<file path="src/rtl/shell_script_tokenizer_macros.svh">
// Assertion macros for the shell script tokenizer.
// Included by the RTL files that carry concurrent checks; no other dependencies.
`ifndef SHELL_SCRIPT_TOKENIZER_MACROS_SVH
`define SHELL_SCRIPT_TOKENIZER_MACROS_SVH

`ifndef NO_ASSERTIONS

// Condition a implies condition b in the same cycle.
`define SST_ASSERT_IMPL(label, clk, rst_n, a, b) \
    label: assert property (@(posedge clk) disable iff (!rst_n) (a) |-> (b)) \
        else $error("sst: same-cycle check failed");

// Condition a implies condition b in the next cycle.
`define SST_ASSERT_NEXT(label, clk, rst_n, a, b) \
    label: assert property (@(posedge clk) disable iff (!rst_n) (a) |=> (b)) \
        else $error("sst: next-cycle check failed");

`else

`define SST_ASSERT_IMPL(label, clk, rst_n, a, b)
`define SST_ASSERT_NEXT(label, clk, rst_n, a, b)

`endif

`endif

</file>
<file path="src/rtl/sst_pkg.sv">
// Shared types, constants and helpers for the shell script tokenizer.
// No dependencies.
`default_nettype none

package sst_pkg;

    localparam int OFFSET_BITS = 16;
    localparam int FIELD_W     = 16;
    localparam int FIFO_DEPTH  = 4;
    localparam int PTR_W       = $clog2(FIFO_DEPTH);
    localparam int CNT_W       = $clog2(FIFO_DEPTH + 1);

    typedef logic [OFFSET_BITS-1:0] offset_t;
    localparam offset_t OFFSET_MAX = '1;

    typedef enum logic [3:0] {
        KIND_LIT    = 4'd0,
        KIND_STRING = 4'd1,
        KIND_NUMBER = 4'd2,
        KIND_BOOL   = 4'd3,
        KIND_EQ     = 4'd4,
        KIND_PLUS   = 4'd5,
        KIND_VAR    = 4'd6,
        KIND_ERROR  = 4'd7,
        KIND_END    = 4'd8
    } kind_t;

    // keyword tracker codes: 0 none, 1..4 prefix of "true", 5..9 prefix of "false"
    localparam logic [3:0] KW_NONE      = 4'd0;
    localparam logic [3:0] KW_T         = 4'd1;
    localparam logic [3:0] KW_TRUE_DONE = 4'd4;
    localparam logic [3:0] KW_F         = 4'd5;
    localparam logic [3:0] KW_FALS_DONE = 4'd9;

    localparam logic [7:0] CH_SPACE = 8'h20;
    localparam logic [7:0] CH_NL    = 8'h0a;
    localparam logic [7:0] CH_EQ    = 8'h3d;
    localparam logic [7:0] CH_PLUS  = 8'h2b;
    localparam logic [7:0] CH_QUOTE = 8'h22;
    localparam logic [7:0] CH_AT    = 8'h40;
    localparam logic [7:0] CH_T     = 8'h74;
    localparam logic [7:0] CH_R     = 8'h72;
    localparam logic [7:0] CH_U     = 8'h75;
    localparam logic [7:0] CH_E     = 8'h65;
    localparam logic [7:0] CH_F     = 8'h66;
    localparam logic [7:0] CH_A     = 8'h61;
    localparam logic [7:0] CH_L     = 8'h6c;
    localparam logic [7:0] CH_S     = 8'h73;

    typedef struct packed {
        kind_t              kind;
        logic [FIELD_W-1:0] start;
        logic [FIELD_W-1:0] len;
        logic               last;
    } entry_t;

    function automatic offset_t sat_inc(input offset_t v);
        return (v == OFFSET_MAX) ? v : offset_t'(v + 1'b1);
    endfunction

    // offsets live in OFFSET_BITS, output fields are 16 bits
    function automatic logic [FIELD_W-1:0] to_field(input offset_t v);
        logic [31:0] w;
        w = 32'(v);
        return w[FIELD_W-1:0];
    endfunction

    function automatic logic is_digit(input logic [7:0] c);
        return (c >= 8'h30) && (c <= 8'h39);
    endfunction

    function automatic logic is_alpha(input logic [7:0] c);
        return ((c >= 8'h61) && (c <= 8'h7a)) || ((c >= 8'h41) && (c <= 8'h5a));
    endfunction

endpackage

`default_nettype wire

</file>
<file path="src/rtl/shell_script_tokenizer.sv">
// Streaming tokenizer for shell-like script text: scanner state plus a small result queue.
// Depends on sst_pkg and shell_script_tokenizer_macros.svh.
//
//  channel | direction | handshake                 | payload
//  --------+-----------+---------------------------+---------------------------------------
//  text    | in        | text_valid / text_stall   | text_byte, is_end
//  token   | out       | token_valid / token_stall | token_kind, token_start,
//          |           |                           | token_length, last_of_run
//
// One byte per cycle while text_stall is low: the scanner updates its state in the cycle the
// transaction is taken and writes zero, one or two tokens into a four-entry queue; the queue
// drains one token a cycle while token_stall is low.
// text_stall rises when the queue cannot take two more tokens (three or more held).
// Reset returns the scanner to idle at offset zero and empties the queue.
`default_nettype none
`include "shell_script_tokenizer_macros.svh"

module shell_script_tokenizer
    import sst_pkg::*;
(
    input  wire logic               clk,
    input  wire logic               rst_n,
    input  wire logic               text_valid,
    output      logic               text_stall,
    input  wire logic [7:0]         text_byte,
    input  wire logic               is_end,
    output      logic               token_valid,
    input  wire logic               token_stall,
    output      logic [3:0]         token_kind,
    output      logic [FIELD_W-1:0] token_start,
    output      logic [FIELD_W-1:0] token_length,
    output      logic               last_of_run
);

    typedef enum logic [2:0] {
        MODE_IDLE,
        MODE_LIT,
        MODE_NUM,
        MODE_STR,
        MODE_VAR
    } mode_t;

    mode_t      mode_reg,  mode_next;
    offset_t    start_reg, start_next;
    offset_t    len_reg,   len_next;
    offset_t    pos_reg,   pos_next;
    logic [3:0] kw_reg,    kw_next;
    logic       stop_reg,  stop_next;

    logic [PTR_W-1:0] wr_ptr_reg, wr_ptr_next;
    logic [PTR_W-1:0] rd_ptr_reg, rd_ptr_next;
    logic [CNT_W-1:0] cnt_reg,    cnt_next;
    entry_t           fifo_mem [FIFO_DEPTH];

    logic    accept;
    logic    pop;
    logic    alnum;
    logic    take_start;
    logic    e_vld, s_vld;
    kind_t   e_kind, s_kind;
    offset_t e_start, s_start;
    offset_t e_len, s_len;
    entry_t  w0, w1;
    logic [1:0] push_cnt;

    function automatic logic [3:0] kw_advance(input logic [3:0] p, input logic [7:0] c);
        logic [3:0] r;
        r = KW_NONE;
        unique case (p)
            4'd1:    if (c == CH_R) r = 4'd2;
            4'd2:    if (c == CH_U) r = 4'd3;
            4'd3:    if (c == CH_E) r = 4'd4;
            4'd5:    if (c == CH_A) r = 4'd6;
            4'd6:    if (c == CH_L) r = 4'd7;
            4'd7:    if (c == CH_S) r = 4'd8;
            4'd8:    if (c == CH_E) r = 4'd9;
            default: r = KW_NONE;
        endcase
        return r;
    endfunction

    assign text_stall = (cnt_reg > CNT_W'(FIFO_DEPTH - 2));
    assign accept     = text_valid && !text_stall;
    assign token_valid = (cnt_reg != '0);
    assign pop        = token_valid && !token_stall;
    assign alnum      = is_alpha(text_byte) || is_digit(text_byte);

    assign token_kind   = fifo_mem[rd_ptr_reg].kind;
    assign token_start  = fifo_mem[rd_ptr_reg].start;
    assign token_length = fifo_mem[rd_ptr_reg].len;
    assign last_of_run  = fifo_mem[rd_ptr_reg].last;

    // scanner: e_* is the token closed by this byte, s_* the one the byte itself makes
    always_comb
    begin
        mode_next  = mode_reg;
        start_next = start_reg;
        len_next   = len_reg;
        pos_next   = pos_reg;
        kw_next    = kw_reg;
        stop_next  = stop_reg;
        take_start = 1'b0;
        e_vld      = 1'b0;
        e_kind     = KIND_LIT;
        e_start    = start_reg;
        e_len      = len_reg;
        s_vld      = 1'b0;
        s_kind     = KIND_END;
        s_start    = pos_reg;
        s_len      = offset_t'(1);
        if (accept)
        begin
            if (is_end)
            begin
                if (!stop_reg)
                begin
                    unique case (mode_reg)
                        MODE_LIT:
                        begin
                            e_vld  = 1'b1;
                            e_kind = KIND_LIT;
                        end
                        MODE_NUM:
                        begin
                            e_vld  = 1'b1;
                            e_kind = KIND_NUMBER;
                        end
                        MODE_STR:
                        begin
                            e_vld  = 1'b1;
                            e_kind = KIND_ERROR;
                        end
                        MODE_VAR:
                        begin
                            e_vld = 1'b1;
                            if (len_reg <= offset_t'(1))
                            begin
                                e_kind = KIND_ERROR;
                                e_len  = offset_t'(1);
                            end
                            else
                            begin
                                e_kind = KIND_VAR;
                            end
                        end
                        default: ;
                    endcase
                end
                s_vld      = 1'b1;
                s_kind     = KIND_END;
                s_len      = '0;
                mode_next  = MODE_IDLE;
                start_next = '0;
                len_next   = '0;
                pos_next   = '0;
                kw_next    = KW_NONE;
                stop_next  = 1'b0;
            end
            else
            begin
                pos_next = sat_inc(pos_reg);
                if (!stop_reg)
                begin
                    if (mode_reg == MODE_STR)
                    begin
                        len_next = sat_inc(len_reg);
                        if (text_byte == CH_QUOTE)
                        begin
                            e_vld     = 1'b1;
                            e_kind    = KIND_STRING;
                            e_len     = sat_inc(len_reg);
                            mode_next = MODE_IDLE;
                        end
                    end
                    else
                    begin
                        take_start = 1'b1;
                        unique case (mode_reg)
                            MODE_LIT:
                            begin
                                if (alnum)
                                begin
                                    len_next   = sat_inc(len_reg);
                                    kw_next    = kw_advance(kw_reg, text_byte);
                                    take_start = 1'b0;
                                end
                                else
                                begin
                                    e_vld = 1'b1;
                                    // keyword only when a space or newline follows it
                                    if ((kw_reg == KW_TRUE_DONE || kw_reg == KW_FALS_DONE) &&
                                        (text_byte == CH_SPACE || text_byte == CH_NL))
                                        e_kind = KIND_BOOL;
                                    else
                                        e_kind = KIND_LIT;
                                    mode_next = MODE_IDLE;
                                end
                            end
                            MODE_NUM:
                            begin
                                if (is_digit(text_byte))
                                begin
                                    len_next   = sat_inc(len_reg);
                                    take_start = 1'b0;
                                end
                                else
                                begin
                                    e_vld     = 1'b1;
                                    e_kind    = KIND_NUMBER;
                                    mode_next = MODE_IDLE;
                                end
                            end
                            MODE_VAR:
                            begin
                                if (alnum)
                                begin
                                    len_next   = sat_inc(len_reg);
                                    take_start = 1'b0;
                                end
                                else if (len_reg <= offset_t'(1))
                                begin
                                    // bare '@': error at the '@', this byte is dropped
                                    e_vld      = 1'b1;
                                    e_kind     = KIND_ERROR;
                                    e_len      = offset_t'(1);
                                    stop_next  = 1'b1;
                                    mode_next  = MODE_IDLE;
                                    take_start = 1'b0;
                                end
                                else
                                begin
                                    e_vld     = 1'b1;
                                    e_kind    = KIND_VAR;
                                    mode_next = MODE_IDLE;
                                end
                            end
                            default: ;
                        endcase
                        if (take_start)
                        begin
                            kw_next = KW_NONE;
                            if (text_byte == CH_SPACE)
                            begin
                            end
                            else if (text_byte == CH_EQ)
                            begin
                                s_vld  = 1'b1;
                                s_kind = KIND_EQ;
                            end
                            else if (text_byte == CH_PLUS)
                            begin
                                s_vld  = 1'b1;
                                s_kind = KIND_PLUS;
                            end
                            else if (is_digit(text_byte))
                            begin
                                mode_next  = MODE_NUM;
                                start_next = pos_reg;
                                len_next   = offset_t'(1);
                            end
                            else if (is_alpha(text_byte))
                            begin
                                mode_next  = MODE_LIT;
                                start_next = pos_reg;
                                len_next   = offset_t'(1);
                                if (text_byte == CH_T)
                                    kw_next = KW_T;
                                else if (text_byte == CH_F)
                                    kw_next = KW_F;
                                else
                                    kw_next = KW_NONE;
                            end
                            else if (text_byte == CH_QUOTE || text_byte == CH_AT)
                            begin
                                mode_next  = (text_byte == CH_QUOTE) ? MODE_STR : MODE_VAR;
                                start_next = pos_reg;
                                len_next   = offset_t'(1);
                            end
                            else
                            begin
                                s_vld     = 1'b1;
                                s_kind    = KIND_ERROR;
                                stop_next = 1'b1;
                            end
                        end
                    end
                end
            end
        end
    end

    // queue write side: closed token first, then the byte's own token
    always_comb
    begin
        w1.kind  = s_kind;
        w1.start = to_field(s_start);
        w1.len   = to_field(s_len);
        w1.last  = 1'b1;
        if (e_vld)
        begin
            w0.kind  = e_kind;
            w0.start = to_field(e_start);
            w0.len   = to_field(e_len);
            w0.last  = !s_vld;
        end
        else
        begin
            w0 = w1;
        end
        push_cnt    = {1'b0, e_vld} + {1'b0, s_vld};
        wr_ptr_next = PTR_W'(wr_ptr_reg + PTR_W'(push_cnt));
        rd_ptr_next = pop ? PTR_W'(rd_ptr_reg + 1'b1) : rd_ptr_reg;
        cnt_next    = CNT_W'(cnt_reg + CNT_W'(push_cnt) - CNT_W'(pop));
    end

    always_ff @(posedge clk)
    begin
        if (push_cnt != 2'd0)
            fifo_mem[wr_ptr_reg] <= w0;
        if (push_cnt == 2'd2)
            fifo_mem[PTR_W'(wr_ptr_reg + 1'b1)] <= w1;
    end

    always_ff @(posedge clk or negedge rst_n)
    begin
        if (!rst_n)
        begin
            mode_reg   <= MODE_IDLE;
            start_reg  <= '0;
            len_reg    <= '0;
            pos_reg    <= '0;
            kw_reg     <= KW_NONE;
            stop_reg   <= 1'b0;
            wr_ptr_reg <= '0;
            rd_ptr_reg <= '0;
            cnt_reg    <= '0;
        end
        else
        begin
            mode_reg   <= mode_next;
            start_reg  <= start_next;
            len_reg    <= len_next;
            pos_reg    <= pos_next;
            kw_reg     <= kw_next;
            stop_reg   <= stop_next;
            wr_ptr_reg <= wr_ptr_next;
            rd_ptr_reg <= rd_ptr_next;
            cnt_reg    <= cnt_next;
        end
    end

    `SST_ASSERT_IMPL(a_fill_bound, clk, rst_n, 1'b1, cnt_reg <= CNT_W'(FIFO_DEPTH))
    `SST_ASSERT_NEXT(a_end_clears, clk, rst_n, accept && is_end, mode_reg == MODE_IDLE && pos_reg == '0 && !stop_reg)
    `SST_ASSERT_IMPL(a_quiet_after_error, clk, rst_n, accept && !is_end && stop_reg, push_cnt == 2'd0)
    `SST_ASSERT_IMPL(a_end_marker, clk, rst_n, accept && is_end, s_vld && s_kind == KIND_END)
    `SST_ASSERT_IMPL(a_kw_range, clk, rst_n, 1'b1, kw_reg <= KW_FALS_DONE)

endmodule

`default_nettype wire
</file>
<file path="config.mk">
export PLATFORM = sky130hd
export DESIGN_NAME = shell_script_tokenizer
export DESIGN_NICKNAME = d
export VERILOG_FILES = /design/src/rtl/sst_pkg.sv /design/src/rtl/shell_script_tokenizer.sv
export VERILOG_INCLUDE_DIRS = /design/src /design/src/rtl
export SDC_FILE = /design/constraint.sdc
export NUM_CORES = 1
export LEC_CHECK = 0
export ABC_AREA = 1
export ABC_CLOCK_PERIOD_IN_PS = 5000
export BUFFER_PORTS_ARGS = -buffer_cell sky130_fd_sc_hd__buf_2
export CELL_PAD_IN_SITES_DETAIL_PLACEMENT = 1
export CELL_PAD_IN_SITES_GLOBAL_PLACEMENT = 1
export CORE_MARGIN = 2
export CORE_UTILIZATION = 46
export DETAILED_ROUTE_END_ITERATION = 12
export PLACE_DENSITY = 0.86
export SETUP_SLACK_MARGIN = 0.05
export SLEW_MARGIN = 20
export SYNTH_ARGS = -nofsm -noshare
export SYNTH_HDL_FRONTEND = slang
export SYNTH_SLANG_ARGS = --single-unit
</file>
<file path="constraint.sdc">
create_clock -name clk -period 5 [get_ports clk]
set_input_delay 0.5 -clock clk [delete_from_list [all_inputs] [get_ports clk]]
set_output_delay 0.5 -clock clk [all_outputs]
set_load 0.01 [all_outputs]
</file>
* After elaboration in Yosys (flattened, before gate mapping)
Memory sizes are Yosys's and may differ from the RTL's. Index checks and enable logic that the tools add are counted.
Word-level totals: register bits after elaboration 63, bits in latches 0, memory bits (writable) 148, bits in read-only memories 0, bits of input ports 13, output and inout port bits 39, word-level logic and storage cells 234, memories kept 1
Memory list:
- fifo_mem | depth 4, bits a word 37, rd ports 1, clocked after memory_dff 0, wr ports 2, RTL line shell_script_tokenizer.sv:53 | entry_t fifo_mem [FIFO_DEPTH];
Cells by class: $add $sub $neg 8, multiply operators 0, divide/modulo/power cells 0, magnitude comparators 8, equality and inequality tests 37, shift operators 0, mux-type cells 144, bitwise operators 0, reduce and logical (&&, ||, !) cells 27
Operator list (count):
- 16-bit two-way mux | 35
- 4-bit two-way mux | 23
- 3-bit two-way mux | 26
- 8-bit by 7-bit equality test with 1-bit output (second input constant) | 9
- 1-bit two-way mux | 47
- 37-bit two-way mux | 1
- 16-bit by 1-bit adder with 16-bit output (second input constant) | 2
- 16-bit equality test (second input constant) | 2
- 8-bit by 6-bit equality test with 1-bit output (second input constant) | 4
- 16-bit one-hot mux with 2 select lines | 1
- 4-bit one-hot mux with 7 select lines | 1
- 3-bit one-hot mux with 3 select lines | 2
- 4-bit by 3-bit equality test with 1-bit output (second input constant) | 4
- 8-bit by 7-bit >= comparator with 1-bit output (second input constant) | 2
- 16-bit by 1-bit less-or-equal comparator with 1-bit output (second input constant) | 1
- 8-bit by 7-bit less-or-equal comparator with 1-bit output (second input constant) | 2
- 2-bit inequality test (second input constant) | 6
- 2-bit two-way mux | 5
- 3-bit nonzero test | 3
- 4-bit by 2-bit equality test with 1-bit output (second input constant) | 2
- 4-bit equality test (second input constant) | 2
- 8-bit by 4-bit equality test with 1-bit output (second input constant) | 1
- 8-bit by 6-bit >= comparator with 1-bit output (second input constant) | 1
- 8-bit by 6-bit less-or-equal comparator with 1-bit output (second input constant) | 1
- other kinds (26) | 41

* Logic depth before layout (Yosys ltp)
depth after elaboration 19, mapped depth 23, depth with buffers taken out 23

* Least setup slack after synthesis
Ideal clock, no wire load.
path type input to register, from input port text_byte[3], to memory fifo_mem[3][7] (netlist bit), library setup time 0.130 ns, data arrival time 3.552 ns, required time 4.870 ns, slack 1.319 ns, stages 18, buffers on the path 1, path through nor2_2 -> nand3_2 -> nor2_1 -> nor2_1 -> a21oi_2 -> nand2_1 -> inv_1 -> nand4_1 -> nor2_2 -> o21ai_0 -> ha_1 -> nor3_1 -> inv_1 -> nand2_1 -> inv_1 -> clkbuf_1 -> nand2_1 -> o21ai_0
RTL lines:
- start, declared | RTL line shell_script_tokenizer.sv:25 | input wire logic [7:0] text_byte,
- end, declared | RTL line shell_script_tokenizer.sv:53

==> results.cfg <==
[detailed_routing]
drt-initial-drc-count = 1181
ant_nets = 0
first_pass_iters = 9
viasPerCell = 6.03
drc = 2
num_vias = 12400
drt-total-wl_um = 43000
wl_per_cell_um = 20.9

[job]
drv_cap = 0

[clock_tree]
post-cts-setup-buffers = 0
clk_transition_reported_paths_ns = 0.07
worstSkewPairLatency_ns = 0.52
cts-htree-levels = 1
post_cts_resized = 0
cts_sinks = 211
ctsLongestPathBuffers = 3
cts_root_buf = clkbuf_16
numCtsBuffers = 23
cts_tree = done
cts_hold_buf = 0

[floorplanning]
row_count = 59
die-height_um = 168
ios = 52
dieArea_um2 = 28100
core_um2 = 26200
dieWidth_um = 168
start_util_pct = 47.0

[place]
place_congestion = 0.936
dp_hpwl_um = 27400
portBuffers = 51

[pwr]
p_sw_share_pct = 43.5
p_total_mw = 6.82
internal_power_mw = 3.85
clkPwrFrac_pct = 25.3
p_seq_share_pct = 34.6
max-vdd-ir-drop_uv = 294
comb_power_share_pct = 40.0
leakagePower_nw = 5.76
power_density_nw_per_um2 = 505
switchingPower_mw = 2.97

[cells_and_area]
largest_reg_flops = 148
filler_cell_count = 3390
nNetsFinal = 1729
area_delta_synth_final_pct = 9.52
drive_above_1_share_pct = 9.71
antenna-diode-count = 0
regMostFlops = fifo_mem

[synthesis]
yosysMostFrequentCell = nand2_1
netlist_top_cells_count = 513 x nand2_1, 221 x o21ai_0, 146 x nor2_1, 109 x inv_1, 94 x nand3_1
yosys-top-cells-area = edfxtp_1 20%, nand2_1 16%, dfrtp_1 13%
postSynthAreaPerCell_um2 = 7.20
synth_cell_type_count = 45
synth_cells = 1710
netlist_area_um2 = 12300
synth_edf_count = 84
synth.top_cell.area_share_pct = 20.5
yosysTopAreaCell = edfxtp_1
ys.flop_type = edfxtp_1
postSynthNetCount = 1735
ys_ff_latch = 211
synth-async-reset-ratio_pct = 29.9
seq_area_frac_synth_pct = 43.7
ys_warn_count = 0

[hold_path]
hold_class = input port to async pin

[timing]
tns_ns = 0
finalHoldViolCount = 0
setup_viol = 0
worstMarginPinSlew_ns = 0.938
max_freq_ghz = 0.234
skew_ns = 0.0164
fin_crit_ns = 4.27
finalCritPeriodShare_pct = 85.4
relSlewSlack_pct = 37.5
rsz0062_at_grt = false
finalMaxSlewViolations = 0

[worst_setup_path]
worstPathArrival_ns = 4.66
cp-start-kind = flip-flop
end_kind = flip-flop
critical_path.max_fanout = 19
crit_required_ns = 5.39
critical_path_class = flip-flop to flip-flop

[global_routing]
grt_max_degree = 77
grt_use_total_pct = 30.6
grt_pass1_wl_um = 69100
grt-ovfl-total = 0
antenna_found_initial = 0
grt_pass1_vias = 12900

[outcome]
violations = DRC
outcome = finished, violations left
path summary, 6_finish.rpt:
| path | startpoint | endpoint | slack (ns) | cells after the start |
|---|---|---|---|---|
| min in group clk | token_stall | rd_ptr_reg[0]$_DFFE_PN0P_ | 0.35 | 3 |
| worst max register to register | len_reg[0]$_DFFE_PN0P_ | fifo_mem[0][5]$_SDFFE_PP0P_ | 0.73 | 19 |
| max in group asynchronous | rst_n | rd_ptr_reg[0]$_DFFE_PN0P_ | 4.16 | 2 |
| worst max-delay path | len_reg[0]$_DFFE_PN0P_ | fifo_mem[0][5]$_SDFFE_PP0P_ | 0.73 | 19 |
| worst min register to register | fifo_mem[1][14]$_SDFFE_PP0P_ | fifo_mem[1][14]$_SDFFE_PP0P_ | 0.45 | 2 |
| worst min-delay path | rst_n | len_reg[10]$_DFFE_PN0P_ | 0.18 | 2 |
critical path: stages (launching register included):
cell and delay, ns:
dfrtp_1 0.56, inv_1 0.18, ha_1 0.26, o21ai_0 0.16
nor2_1 0.08, nand2_1 0.16, nand3_2 0.12, nand2_4 0.22
inv_1 0.15, nor2_2 0.21, o21ai_0 0.15, inv_1 0.12
ha_1 0.19, inv_1 0.13, nor3_2 0.23, inv_1 0.07
nand2_1 0.44, inv_1 0.43, nand2_1 0.16, o21ai_0 0.10
layout by cell type (no fill, tap or decap), types with 27 or more instances in the layout:
master    count
dfxtp_1      64
o21ai_0     221
buf_2        51
nand4_1      36
a21oi_1      60
inv_1       108
o21ai_1      30
nand3_1      94
o22ai_1      39
dfrtp_1      62
nand2_1     513
nor2_1      146
buf_4        27
edfxtp_1     84
layer usage:
layer,share of wire (%),global-route usage (%),vias to the layer above
met5,0,0,-
met4,3.2,12.0,0
met3,7.8,3.90,124
met2,48,51.9,559
met1,41,40.0,6028
li1,-,-,5685
power groups by stage:
stage                     clock network (mW)  registers (mW)  logic [mW]
after floorplan                            0            2.24        1.82
after global placement                     0            2.36        2.55
after detailed placement                   0            2.38        2.66
after CTS                               1.73            2.35        2.70
after global routing                    1.80            2.39        2.98
final                                   1.73            2.36        2.73
cell families (layout without fill, tap and decap cells):
| family | count (synthesis) | count (layout) | share of synthesized area [%] |
|---|---|---|---|
| simple gates | 861 | 861 | 29.8 |
| compound gates | 376 | 376 | 16.2 |
| buf+inv | 229 | 239 | 7.47 |
| flops | 211 | 211 | 43.7 |
| xor+xnor | 21 | 21 | 1.49 |
| fa+ha+maj | 12 | 12 | 1.28 |
final cells by class:
type / count / area [µm²] / share of cell area (%)
clock buffer: 35 / 708 / 5.25
clock inverter: 6 / 40.0 / 0.297
inverter: 120 / 450 / 3.34
multi-input combinational: 1270 / 6030 / 44.7
sequential: 211 / 5380 / 39.9
tap: 335 / 419 / 3.11
timing repair buffer: 78 / 458 / 3.39
metrics by stage:
step	hold slack, ns	cells	area, µm²	setup WS, ns	util (%)
after CTS	0.216	2055	13500	0.797	51.5
after global routing	0.248	2055	13500	0.313	51.5
final	0.178	2055	13500	0.732	51.5
after detailed placement	0.436	2014	12700	0.726	48.6
after floorplan	0.204	1710	12300	1.32	-
after global placement	0.433	2014	12700	0.881	48.6
(Power assumes the default switching activity.)
